===== config.mk =====
export PLATFORM = sky130hd
export DESIGN_NAME = vector_distance_dot_norm
export DESIGN_NICKNAME = d
export VERILOG_FILES = /design/src/hdl/vdn_pkg.sv /design/src/hdl/vdn_front.sv /design/src/hdl/vdn_fifo.sv /design/src/hdl/vdn_back.sv /design/src/hdl/vector_distance_dot_norm.sv
export SDC_FILE = /design/constraint.sdc
export NUM_CORES = 2
export LEC_CHECK = 0
export BUFFER_PORTS_ARGS = -buffer_cell sky130_fd_sc_hd__buf_4
export CAP_MARGIN = 30
export CORE_UTILIZATION = 60
export DETAILED_ROUTE_END_ITERATION = 12
export HOLD_SLACK_MARGIN = 0.08
export PLACE_DENSITY = 0.73
export SETUP_SLACK_MARGIN = 0.3
export SLEW_MARGIN = 20
export SYNTH_ARGS = -nofsm -noshare
export SYNTH_HDL_FRONTEND = slang
export SYNTH_SLANG_ARGS = --single-unit

===== constraint.sdc =====
create_clock -name clk -period 14.7 [get_ports clk]
set_input_delay 4.41 -clock clk [delete_from_list [all_inputs] [get_ports clk]]
set_output_delay 4.41 -clock clk [all_outputs]
set_load 0.01 [all_outputs]

===== src/hdl/vdn_pkg.sv =====
// vdn_pkg: shared types, mode codes and default sizes for the vector distance/dot/norm block
// no dependencies; imported by every module under hdl/
package vdn_pkg;

	localparam int COORD_WIDTH_DEF = 32;
	localparam int ACC_WIDTH_DEF   = 64;
	localparam int IN_WIDTH        = 32;
	localparam int RESULT_WIDTH    = 64;
	localparam int MODE_WIDTH      = 2;
	localparam int QUEUE_DEPTH     = 2;

	localparam logic [MODE_WIDTH-1:0] MODE_EUCLID = 2'd0;
	localparam logic [MODE_WIDTH-1:0] MODE_DOT    = 2'd1;
	localparam logic [MODE_WIDTH-1:0] MODE_NORM   = 2'd2;

	typedef struct packed {
		logic is_norm;
		logic is_dot;
	} mode_kind_t;

	// tag that travels with a finished sum
	typedef struct packed {
		logic clip;
		logic is_dot;
	} sum_tag_t;

	typedef enum logic [1:0] {
		BK_IDLE,
		BK_ROOT,
		BK_HOLD
	} back_state_t;

	function automatic mode_kind_t decode_mode(input logic [MODE_WIDTH-1:0] m);
		mode_kind_t k;
		unique case (m)
			MODE_EUCLID: k = '{is_norm: 1'b0, is_dot: 1'b0};
			MODE_DOT:    k = '{is_norm: 1'b0, is_dot: 1'b1};
			MODE_NORM:   k = '{is_norm: 1'b1, is_dot: 1'b0};
			// unused code behaves as norm
			default:     k = '{is_norm: 1'b1, is_dot: 1'b0};
		endcase
		return k;
	endfunction

endpackage


===== src/hdl/vdn_front.sv =====
// vdn_front: operand select, registered multiply and saturating accumulate
// depends on vdn_pkg; emits one finished sum per last-marked request
module vdn_front import vdn_pkg::*; #(
	parameter int COORD_WIDTH = COORD_WIDTH_DEF,
	parameter int ACC_WIDTH   = ACC_WIDTH_DEF
) (
	input  logic                  clk,
	input  logic                  arst_n,
	input  logic [MODE_WIDTH-1:0] mode,
	input  logic                  push,
	output logic                  full,
	input  logic [IN_WIDTH-1:0]   coord_a,
	input  logic [IN_WIDTH-1:0]   coord_b,
	input  logic                  last,
	input  logic                  q_full,
	output logic                  sum_valid,
	output logic [ACC_WIDTH-1:0]  sum_acc,
	output sum_tag_t              sum_tag
);

	localparam int OPW = COORD_WIDTH + 1;
	localparam int PW  = 2 * OPW;
	localparam int TW  = (PW > ACC_WIDTH) ? PW : ACC_WIDTH;

	localparam logic signed [ACC_WIDTH-1:0] ACC_MAX = {1'b0, {(ACC_WIDTH-1){1'b1}}};
	localparam logic signed [ACC_WIDTH-1:0] ACC_MIN = {1'b1, {(ACC_WIDTH-1){1'b0}}};

	mode_kind_t             kind;
	logic signed [OPW-1:0]  sa, sb, dab, dba, x_in, y_in;
	logic                   accept, commit, adv_s1;

	logic                   v_s1, last_s1, dot_s1;
	logic signed [OPW-1:0]  x_s1, y_s1;
	logic                   v_s2, last_s2, dot_s2;
	logic signed [PW-1:0]   p_s2;

	logic signed [ACC_WIDTH-1:0] acc_q;
	logic                        clip_q;

	logic signed [TW-1:0]        term_ext;
	logic                        term_hi, term_lo;
	logic signed [ACC_WIDTH-1:0] term;
	logic signed [ACC_WIDTH:0]   sum;
	logic                        ovf;
	logic signed [ACC_WIDTH-1:0] acc_n;
	logic                        clip_n;

	always_comb begin
		kind = decode_mode(mode);
		sa   = OPW'(signed'(coord_a[COORD_WIDTH-1:0]));
		sb   = OPW'(signed'(coord_b[COORD_WIDTH-1:0]));
		dab  = sa - sb;
		dba  = sb - sa;
		priority if (kind.is_norm) begin
			x_in = sa;
			y_in = sa;
		end else if (kind.is_dot) begin
			x_in = sa;
			y_in = sb;
		end else begin
			// square of |a-b|, magnitude always fits the COORD_WIDTH+1 bit operand
			x_in = dab[OPW-1] ? dba : dab;
			y_in = dab[OPW-1] ? dba : dab;
		end
	end

	assign commit = v_s2 && (!last_s2 || !q_full);
	assign adv_s1 = v_s1 && (!v_s2 || commit);
	assign full   = v_s1 && !(!v_s2 || commit);
	assign accept = push && !full;

	always_ff @(posedge clk or negedge arst_n) begin
		if (!arst_n) begin
			v_s1 <= 1'b0;
			v_s2 <= 1'b0;
		end else begin
			if (accept)
				v_s1 <= 1'b1;
			else if (adv_s1)
				v_s1 <= 1'b0;
			if (adv_s1)
				v_s2 <= 1'b1;
			else if (commit)
				v_s2 <= 1'b0;
		end
	end

	always_ff @(posedge clk) begin
		if (accept) begin
			x_s1    <= x_in;
			y_s1    <= y_in;
			last_s1 <= last;
			dot_s1  <= kind.is_dot;
		end
		if (adv_s1) begin
			p_s2    <= PW'(x_s1) * PW'(y_s1);
			last_s2 <= last_s1;
			dot_s2  <= dot_s1;
		end
	end

	// clip the term, then saturating add
	always_comb begin
		term_ext = TW'(p_s2);
		term_hi  = term_ext > TW'(ACC_MAX);
		term_lo  = term_ext < TW'(ACC_MIN);
		priority if (term_hi)
			term = ACC_MAX;
		else if (term_lo)
			term = ACC_MIN;
		else
			term = ACC_WIDTH'(term_ext);
		sum = (ACC_WIDTH+1)'(acc_q) + (ACC_WIDTH+1)'(term);
		ovf = sum[ACC_WIDTH] != sum[ACC_WIDTH-1];
		if (ovf)
			acc_n = sum[ACC_WIDTH] ? ACC_MIN : ACC_MAX;
		else
			acc_n = sum[ACC_WIDTH-1:0];
		clip_n = clip_q || term_hi || term_lo || ovf;
	end

	always_ff @(posedge clk or negedge arst_n) begin
		if (!arst_n) begin
			acc_q  <= '0;
			clip_q <= 1'b0;
		end else if (commit) begin
			if (last_s2) begin
				acc_q  <= '0;
				clip_q <= 1'b0;
			end else begin
				acc_q  <= acc_n;
				clip_q <= clip_n;
			end
		end
	end

	assign sum_valid      = commit && last_s2;
	assign sum_acc        = acc_n;
	assign sum_tag.clip   = clip_n;
	assign sum_tag.is_dot = dot_s2;

endmodule


===== src/hdl/vdn_fifo.sv =====
// vdn_fifo: small register queue between the accumulate front and the root back end
// depends on vdn_pkg for the default width and depth
module vdn_fifo import vdn_pkg::*; #(
	parameter int WIDTH = ACC_WIDTH_DEF + $bits(sum_tag_t),
	parameter int DEPTH = QUEUE_DEPTH
) (
	input  logic             clk,
	input  logic             arst_n,
	input  logic             wr,
	input  logic [WIDTH-1:0] wdata,
	input  logic             rd,
	output logic [WIDTH-1:0] rdata,
	output logic             q_full,
	output logic             q_empty
);

	localparam int PTR_W = (DEPTH > 1) ? $clog2(DEPTH) : 1;
	localparam int CNT_W = $clog2(DEPTH + 1);

	logic [WIDTH-1:0] mem_q [DEPTH];
	logic [PTR_W-1:0] wp_q, rp_q;
	logic [CNT_W-1:0] cnt_q;

	function automatic logic [PTR_W-1:0] next_ptr(input logic [PTR_W-1:0] p);
		return (p == PTR_W'(DEPTH - 1)) ? '0 : p + PTR_W'(1);
	endfunction

	assign q_full  = cnt_q == CNT_W'(DEPTH);
	assign q_empty = cnt_q == '0;
	assign rdata   = mem_q[rp_q];

	always_ff @(posedge clk) begin
		if (wr)
			mem_q[wp_q] <= wdata;
	end

	always_ff @(posedge clk or negedge arst_n) begin
		if (!arst_n) begin
			wp_q  <= '0;
			rp_q  <= '0;
			cnt_q <= '0;
		end else begin
			if (wr)
				wp_q <= next_ptr(wp_q);
			if (rd)
				rp_q <= next_ptr(rp_q);
			if (wr && !rd)
				cnt_q <= cnt_q + CNT_W'(1);
			else if (rd && !wr)
				cnt_q <= cnt_q - CNT_W'(1);
		end
	end

endmodule


===== src/hdl/vdn_back.sv =====
// vdn_back: bit-serial integer square root and the result output register
// depends on vdn_pkg; takes sums from vdn_fifo
module vdn_back import vdn_pkg::*; #(
	parameter int ACC_WIDTH = ACC_WIDTH_DEF
) (
	input  logic                    clk,
	input  logic                    arst_n,
	input  logic                    q_empty,
	input  logic [ACC_WIDTH-1:0]    q_acc,
	input  sum_tag_t                q_tag,
	output logic                    q_pop,
	output logic                    empty,
	input  logic                    pop,
	output logic [RESULT_WIDTH-1:0] result,
	output logic                    saturated
);

	localparam int STEPS = ACC_WIDTH / 2;
	localparam int RADW  = 2 * STEPS;
	localparam int REMW  = STEPS + 2;
	localparam int CNT_W = $clog2(STEPS + 1);

	back_state_t state_q, state_d;
	logic        load_out, pos;

	logic [RADW-1:0]         rad_q;
	logic [REMW-1:0]         rem_q, rem_sh, trial, rem_n;
	logic [STEPS-1:0]        root_q, root_n;
	logic [CNT_W-1:0]        cnt_q;
	logic                    ge;
	logic [RESULT_WIDTH-1:0] res_q, result_q;
	logic                    sat_q, saturated_q, out_v_q;

	assign pos = !q_acc[ACC_WIDTH-1] && (q_acc != '0);

	always_comb begin
		state_d  = state_q;
		q_pop    = 1'b0;
		load_out = 1'b0;
		unique case (state_q)
			BK_IDLE: begin
				if (!q_empty) begin
					q_pop = 1'b1;
					if (q_tag.is_dot || !pos)
						state_d = BK_HOLD;
					else
						state_d = BK_ROOT;
				end
			end
			BK_ROOT: begin
				if (cnt_q == CNT_W'(1))
					state_d = BK_HOLD;
			end
			BK_HOLD: begin
				if (!out_v_q || pop) begin
					load_out = 1'b1;
					state_d  = BK_IDLE;
				end
			end
			default: state_d = BK_IDLE;
		endcase
	end

	// one root bit per cycle, two radicand bits shifted in
	always_comb begin
		rem_sh = {rem_q[STEPS-1:0], rad_q[RADW-1:RADW-2]};
		trial  = {root_q, 2'b01};
		ge     = rem_sh >= trial;
		rem_n  = ge ? rem_sh - trial : rem_sh;
		root_n = {root_q[STEPS-2:0], ge};
	end

	always_ff @(posedge clk or negedge arst_n) begin
		if (!arst_n) begin
			state_q <= BK_IDLE;
			cnt_q   <= '0;
			out_v_q <= 1'b0;
		end else begin
			state_q <= state_d;
			if (q_pop)
				cnt_q <= CNT_W'(STEPS);
			else if (state_q == BK_ROOT)
				cnt_q <= cnt_q - CNT_W'(1);
			if (load_out)
				out_v_q <= 1'b1;
			else if (pop)
				out_v_q <= 1'b0;
		end
	end

	always_ff @(posedge clk) begin
		if (q_pop) begin
			sat_q  <= q_tag.clip;
			res_q  <= q_tag.is_dot ? RESULT_WIDTH'(signed'(q_acc)) : '0;
			rad_q  <= q_acc[RADW-1:0];
			rem_q  <= '0;
			root_q <= '0;
		end else if (state_q == BK_ROOT) begin
			rad_q  <= {rad_q[RADW-3:0], 2'b00};
			rem_q  <= rem_n;
			root_q <= root_n;
			if (cnt_q == CNT_W'(1))
				res_q <= RESULT_WIDTH'(root_n);
		end
		if (load_out) begin
			result_q    <= res_q;
			saturated_q <= sat_q;
		end
	end

	assign empty     = !out_v_q;
	assign result    = result_q;
	assign saturated = saturated_q;

endmodule


===== src/hdl/vector_distance_dot_norm.sv =====
// vector_distance_dot_norm: top level, mode register, front/queue/back wiring
// depends on vdn_pkg, vdn_front, vdn_fifo, vdn_back
//
// channel   | direction | handshake          | payload
// ----------+-----------+--------------------+-----------------------------
// elements  | in        | push / full        | coord_a, coord_b, last
// results   | out       | empty / pop        | result, saturated
// mode reg  | in        | mode_we            | mode_wdata
//
// one element accepted per cycle while full is low; multiply and accumulate take two stages
// a dot result passes from the accumulator through the sum queue to the output register; a root
// result also passes the root unit, which resolves one bit per cycle
// in root modes the back end pops the next sum only after the current result is loaded
// reset clears the pipeline, accumulator, queue and output; mode resets to distance
// full rises only when the sum queue is full and a last element waits to commit
module vector_distance_dot_norm import vdn_pkg::*; #(
	parameter int COORD_WIDTH = COORD_WIDTH_DEF,
	parameter int ACC_WIDTH   = ACC_WIDTH_DEF
) (
	input  logic                    clk,
	input  logic                    arst_n,
	input  logic                    mode_we,
	input  logic [MODE_WIDTH-1:0]   mode_wdata,
	input  logic                    push,
	output logic                    full,
	input  logic [IN_WIDTH-1:0]     coord_a,
	input  logic [IN_WIDTH-1:0]     coord_b,
	input  logic                    last,
	output logic                    empty,
	input  logic                    pop,
	output logic [RESULT_WIDTH-1:0] result,
	output logic                    saturated
);

	localparam int QW = ACC_WIDTH + $bits(sum_tag_t);

	logic [MODE_WIDTH-1:0] mode_q;
	logic                  sum_valid, q_full, q_empty, q_pop;
	logic [ACC_WIDTH-1:0]  sum_acc, q_acc;
	sum_tag_t              sum_tag, q_tag;
	logic [QW-1:0]         q_rdata;

	always_ff @(posedge clk or negedge arst_n) begin
		if (!arst_n)
			mode_q <= MODE_EUCLID;
		else if (mode_we)
			mode_q <= mode_wdata;
	end

	vdn_front #(
		.COORD_WIDTH(COORD_WIDTH),
		.ACC_WIDTH  (ACC_WIDTH)
	) u_front (
		.clk      (clk),
		.arst_n   (arst_n),
		.mode     (mode_q),
		.push     (push),
		.full     (full),
		.coord_a  (coord_a),
		.coord_b  (coord_b),
		.last     (last),
		.q_full   (q_full),
		.sum_valid(sum_valid),
		.sum_acc  (sum_acc),
		.sum_tag  (sum_tag)
	);

	vdn_fifo #(
		.WIDTH(QW),
		.DEPTH(QUEUE_DEPTH)
	) u_fifo (
		.clk    (clk),
		.arst_n (arst_n),
		.wr     (sum_valid),
		.wdata  ({sum_tag, sum_acc}),
		.rd     (q_pop),
		.rdata  (q_rdata),
		.q_full (q_full),
		.q_empty(q_empty)
	);

	assign q_tag = q_rdata[QW-1:ACC_WIDTH];
	assign q_acc = q_rdata[ACC_WIDTH-1:0];

	vdn_back #(
		.ACC_WIDTH(ACC_WIDTH)
	) u_back (
		.clk      (clk),
		.arst_n   (arst_n),
		.q_empty  (q_empty),
		.q_acc    (q_acc),
		.q_tag    (q_tag),
		.q_pop    (q_pop),
		.empty    (empty),
		.pop      (pop),
		.result   (result),
		.saturated(saturated)
	);

	a_no_push_when_full: assert property (@(posedge clk) disable iff (!arst_n)
		sum_valid |-> !q_full)
		else $error("finished sum pushed into a full queue");

	a_no_pop_when_empty: assert property (@(posedge clk) disable iff (!arst_n)
		q_pop |-> !q_empty)
		else $error("root unit popped an empty queue");

	a_push_fills: assert property (@(posedge clk) disable iff (!arst_n)
		sum_valid |=> !q_empty)
		else $error("queue empty right after a push");

endmodule

==> run_summary.xml <==
<?xml version="1.0" encoding="UTF-8"?>
<metrics>
  <group name="critical_path">
    <metric name="crit_start" unit="">u_front.y_s1[19]</metric>
    <metric name="critPathLaunchType" unit="">flip-flop</metric>
    <metric name="timing.rr.end" unit="">u_front.p_s2[65]</metric>
    <metric name="cp_slowest_stage_delay" unit="ns">0.96</metric>
    <metric name="crit_required" unit="ns">15.07</metric>
    <metric name="rrSetupSlack" unit="ns">5.25</metric>
    <metric name="timing.setup.critical_path_class" unit="">flip-flop to flip-flop</metric>
    <metric name="critical_path.reg2reg.startpoint" unit="">u_front.y_s1[19]</metric>
    <metric name="reg2regPathDepth" unit="">23</metric>
    <metric name="endpoint_kind" unit="">flip-flop</metric>
    <metric name="critPathSlowestCell" unit="">edfxtp_1</metric>
    <metric name="critical_path_arrival" unit="ns">9.82</metric>
    <metric name="critical_path.most_common_cell" unit="">fa_1</metric>
    <metric name="critPathMaxFanout" unit="">18</metric>
    <metric name="cp-endpoint" unit="">u_front.p_s2[65]</metric>
    <metric name="timing.critical_path.cells" unit="">buf_4 -&gt; nand2_1 -&gt; fa_1 -&gt; fa_1 -&gt; inv_1 -&gt; fa_1 -&gt; fa_1 -&gt; fa_1 -&gt; fa_1 -&gt; fa_1 -&gt; inv_1 -&gt; fa_1 -&gt; inv_1 -&gt; ha_1 -&gt; o21a_1 -&gt; o211ai_1 -&gt; a2111oi_0 -&gt; a21boi_0 -&gt; o41ai_1 -&gt; o21ai_1 -&gt; o21ai_0 -&gt; a21oi_1 -&gt; xnor2_1</metric>
  </group>
  <group name="drt">
    <metric name="via_count" unit="">51843</metric>
    <metric name="drt_first_pass_iters" unit="">6</metric>
    <metric name="route.detailed.vias_per_inst" unit="">5.84</metric>
    <metric name="wl_per_cell" unit="um">21.3</metric>
    <metric name="wirelength" unit="um">189000</metric>
    <metric name="detailedRoute.firstIterationViolations" unit="">3913</metric>
    <metric name="ant_nets" unit="">0</metric>
    <metric name="drc" unit="">0</metric>
  </group>
  <group name="placement">
    <metric name="place.gp.congestion" unit="">0.943</metric>
    <metric name="number_of_port_buffers" unit="">138</metric>
    <metric name="detailed_place_hpwl" unit="um">145000</metric>
  </group>
  <group name="timing">
    <metric name="achievable-frequency" unit="MHz">106</metric>
    <metric name="grt_setup_unrepaired" unit="">no</metric>
    <metric name="timing.clock.skew" unit="ns">0.0548</metric>
    <metric name="max_slew_margin" unit="%">27.2</metric>
    <metric name="worstMarginPinSlew" unit="ns">1.09</metric>
    <metric name="final.period_utilization" unit="%">64.3</metric>
    <metric name="timing.setup.tns" unit="ns">0</metric>
    <metric name="finalCriticalPeriod" unit="ns">9.45</metric>
    <metric name="final-max-slew-violation-count" unit="">0</metric>
    <metric name="finalHoldViolCount" unit="">0</metric>
    <metric name="setup_viol" unit="">0</metric>
  </group>
  <group name="cts">
    <metric name="worst_case_clock_buffer_depth" unit="">3</metric>
    <metric name="cts-hold-fix-buffers" unit="">0</metric>
    <metric name="cts_root_buffer" unit="">clkbuf_16</metric>
    <metric name="tritoncts" unit="">built</metric>
    <metric name="clkTransAtPathRegs" unit="ns">0.06</metric>
    <metric name="cts_setup_buffers" unit="">0</metric>
    <metric name="worstSkewPairLatency" unit="ns">0.66</metric>
    <metric name="cts_sinks" unit="">608</metric>
    <metric name="cts-buffers-inserted" unit="">69</metric>
    <metric name="cts-htree-levels" unit="">3</metric>
    <metric name="post_cts_resize_count" unit="">0</metric>
  </group>
  <group name="synth">
    <metric name="synth_cell_types" unit="">81</metric>
    <metric name="synth.yosys.warnings" unit="">0</metric>
    <metric name="postSynthCellCount" unit="">7369</metric>
    <metric name="synth_top_cell_by_area" unit="">fa_1</metric>
    <metric name="synth.ff_latch_count" unit="">608</metric>
    <metric name="synth.yosys.seq_area_share" unit="%">24.2</metric>
    <metric name="mappedNetlistArea" unit="um2">71200</metric>
    <metric name="mean_area_per_synthesized_cell" unit="um2">9.66</metric>
    <metric name="netlist.area_leader.share" unit="%">32.3</metric>
    <metric name="synth_enable_flop_cells" unit="">462</metric>
    <metric name="dominantRegCellSynth" unit="">edfxtp_1</metric>
    <metric name="asyncSetResetFlopFracSynth" unit="%">13.5</metric>
    <metric name="netlist_top_cells_area" unit="">fa_1 (32%), edfxtp_1 (19%), ha_1 (6.7%)</metric>
    <metric name="synthesis.nets" unit="">8971</metric>
  </group>
  <group name="global_route">
    <metric name="grt_usage" unit="%">32.3</metric>
    <metric name="grt_pass1_wl" unit="um">301000</metric>
    <metric name="grt_start_max_net_pins" unit="">95</metric>
    <metric name="grt_antenna_before_repair" unit="">2</metric>
    <metric name="grt_pass1_vias" unit="">54924</metric>
    <metric name="grt-ovfl-total" unit="">0</metric>
  </group>
  <group name="hold_path">
    <metric name="worst_hold_path_type" unit="">flip-flop to flip-flop</metric>
    <metric name="cell_depth_of_the_worst_hold_path" unit="">0</metric>
  </group>
  <group name="layout">
    <metric name="area_growth" unit="%">6.68</metric>
    <metric name="fraction_of_layout_cells_with_a_size_suffix_above_1" unit="%">5.51</metric>
    <metric name="final_core_util" unit="%">65.0</metric>
    <metric name="nNetsFinal" unit="">8900</metric>
    <metric name="num-fill-cells" unit="">9342</metric>
  </group>
  <group name="floorplan">
    <metric name="dieArea" unit="um2">120000</metric>
    <metric name="rows" unit="">125</metric>
    <metric name="initial_core_util" unit="%">60.9</metric>
    <metric name="floorplan.die.height" unit="um">346</metric>
    <metric name="ioPinCount" unit="">139</metric>
    <metric name="dieWidth" unit="um">346</metric>
    <metric name="coreArea" unit="um2">117000</metric>
  </group>
  <group name="flow_run">
    <metric name="maxCapViolations" unit="">0</metric>
  </group>
  <group name="outcome">
    <metric name="outcome" unit="">finished, final reports clean</metric>
  </group>
</metrics>
cell families after synthesis:
kind of cell             count (synthesis)  share of synthesized area, %
flip-flops                             608                          24.2
XOR/XNOR                               198                          2.44
AO/OA/AOI/OAI                         1065                          9.20
multiplexers                           105                          1.50
AND/OR/NAND/NOR                       2186                          14.6
adder cells (fa/ha/maj)               1552                          39.3
buffers and inverters                 1655                          8.77
worst max-delay path, delay by kind of cell, from the launching register on:
family                     cells  cell delay, ns
DFF                            1            0.96
AOI/OAI and AO/OA              8            3.02
xor gates and xnor gates       1            0.13
and+or+nand+nor                1            0.12
buffers and inverters          4            0.54
adders and majority gates      9            4.37
synth_stat cells (all sizes together) (7+ instances only):
cell type,n
xnor2,124
buf,30
a221o,18
nand2,905
o21bai,21
ha,382
fa,1148
and4,7
nand3,46
o22ai,7
dfxtp,64
xor2,74
dfrtp,82
inv,1272
o221ai,12
and3,25
nor2,407
edfxtp,462
a211oi,18
maj3,22
o31ai,12
nand2b,54
nor2b,27
o31a,8
a21o,136
a21oi,283
o21ai,378
nor4,40
a21boi,13
nand4,52
a221oi,9
nor3,36
and2,550
a31oi,25
mux2i,99
clkbuf,350
o21a,29
o211ai,22
or3,15
a22o,20
registers in the layout, summed over array words and instances (netlist names), 6 cells and up:
signal         flops
u_back.rem_q      32
u_back.result     64
u_fifo.mem_q     132
u_front.acc_q     64
u_back.cnt_q       6
u_back.root_q     32
u_front.y_s1      33
u_back.rad_q      64
u_back.res_q      64
u_front.x_s1      33
u_front.p_s2      66
worst min path at each step:
stage	from	to
6_report	u_back.res_q[28]	u_back.result[28]
5_1_grt	u_back.res_q[28]	u_back.result[28]
4_1_cts	u_back.res_q[23]	u_back.result[23]
3_5_place_dp	u_back.res_q[0]	u_back.result[0]
3_3_place_gp	u_back.res_q[9]	u_back.result[9]
2_1_floorplan	u_back.res_q[0]	u_back.result[0]
layout make-up:
cell class	instances	area (um2)	area share (%)
diodes	1	2.50	0.00330
clock buffers	87	1890	2.48
clock inverters	41	531	0.699
inverters	1275	4790	6.31
multi-input cells	5106	47800	63.0
flip-flops and latches	608	17200	22.7
well taps	1524	1910	2.51
repair buffers	238	1790	2.36
layout by cell type, fill, tap and decap left out, types with 80 or more instances in the layout:
| cell type | synthesis | final |
|---|---|---|
| dfrtp_1 | 82 | 80 |
| a21o_1 | 136 | 136 |
| xnor2_1 | 124 | 124 |
| inv_1 | 1272 | 1271 |
| mux2i_1 | 99 | 99 |
| a21oi_1 | 282 | 282 |
| fa_1 | 1148 | 1148 |
| nand2_1 | 904 | 901 |
| buf_4 | 2 | 237 |
| nor2_1 | 406 | 401 |
| o21ai_0 | 370 | 369 |
| and2_1 | 550 | 548 |
| ha_1 | 382 | 382 |
| edfxtp_1 | 462 | 462 |
layer usage:
| layer | global-route usage, % | wire length [um] | share of wire [%] | vias up |
|---|---|---|---|---|
| met3 | 7.20 | 16900 | 8.9 | 449 |
| li1 | - | - | - | 23147 |
| met2 | 54.0 | 90700 | 48 | 2270 |
| met4 | 10.4 | 6450 | 3.4 | 2 |
| met1 | 41.8 | 75400 | 40 | 25975 |
| met5 | 0 | 13 | 0.0069 | - |
metrics by stage:
step / std cells / hold slack, ns / cell area (um2) / setup slack [ns]
2_1_floorplan: 7369 / 0.400 / 71200 / 6.75
3_3_place_gp: 8750 / 0.401 / 73500 / 5.77
3_5_place_dp: 8750 / 0.405 / 73500 / 5.56
4_1_cts: 8878 / 0.415 / 75900 / 5.52
5_1_grt: 8880 / 0.423 / 75900 / 5.03
6_report: 8880 / 0.416 / 75900 / 5.25
Power is not shown: default switching activity piles up to over one toggle a cycle in this logic, so the estimate is an artifact.
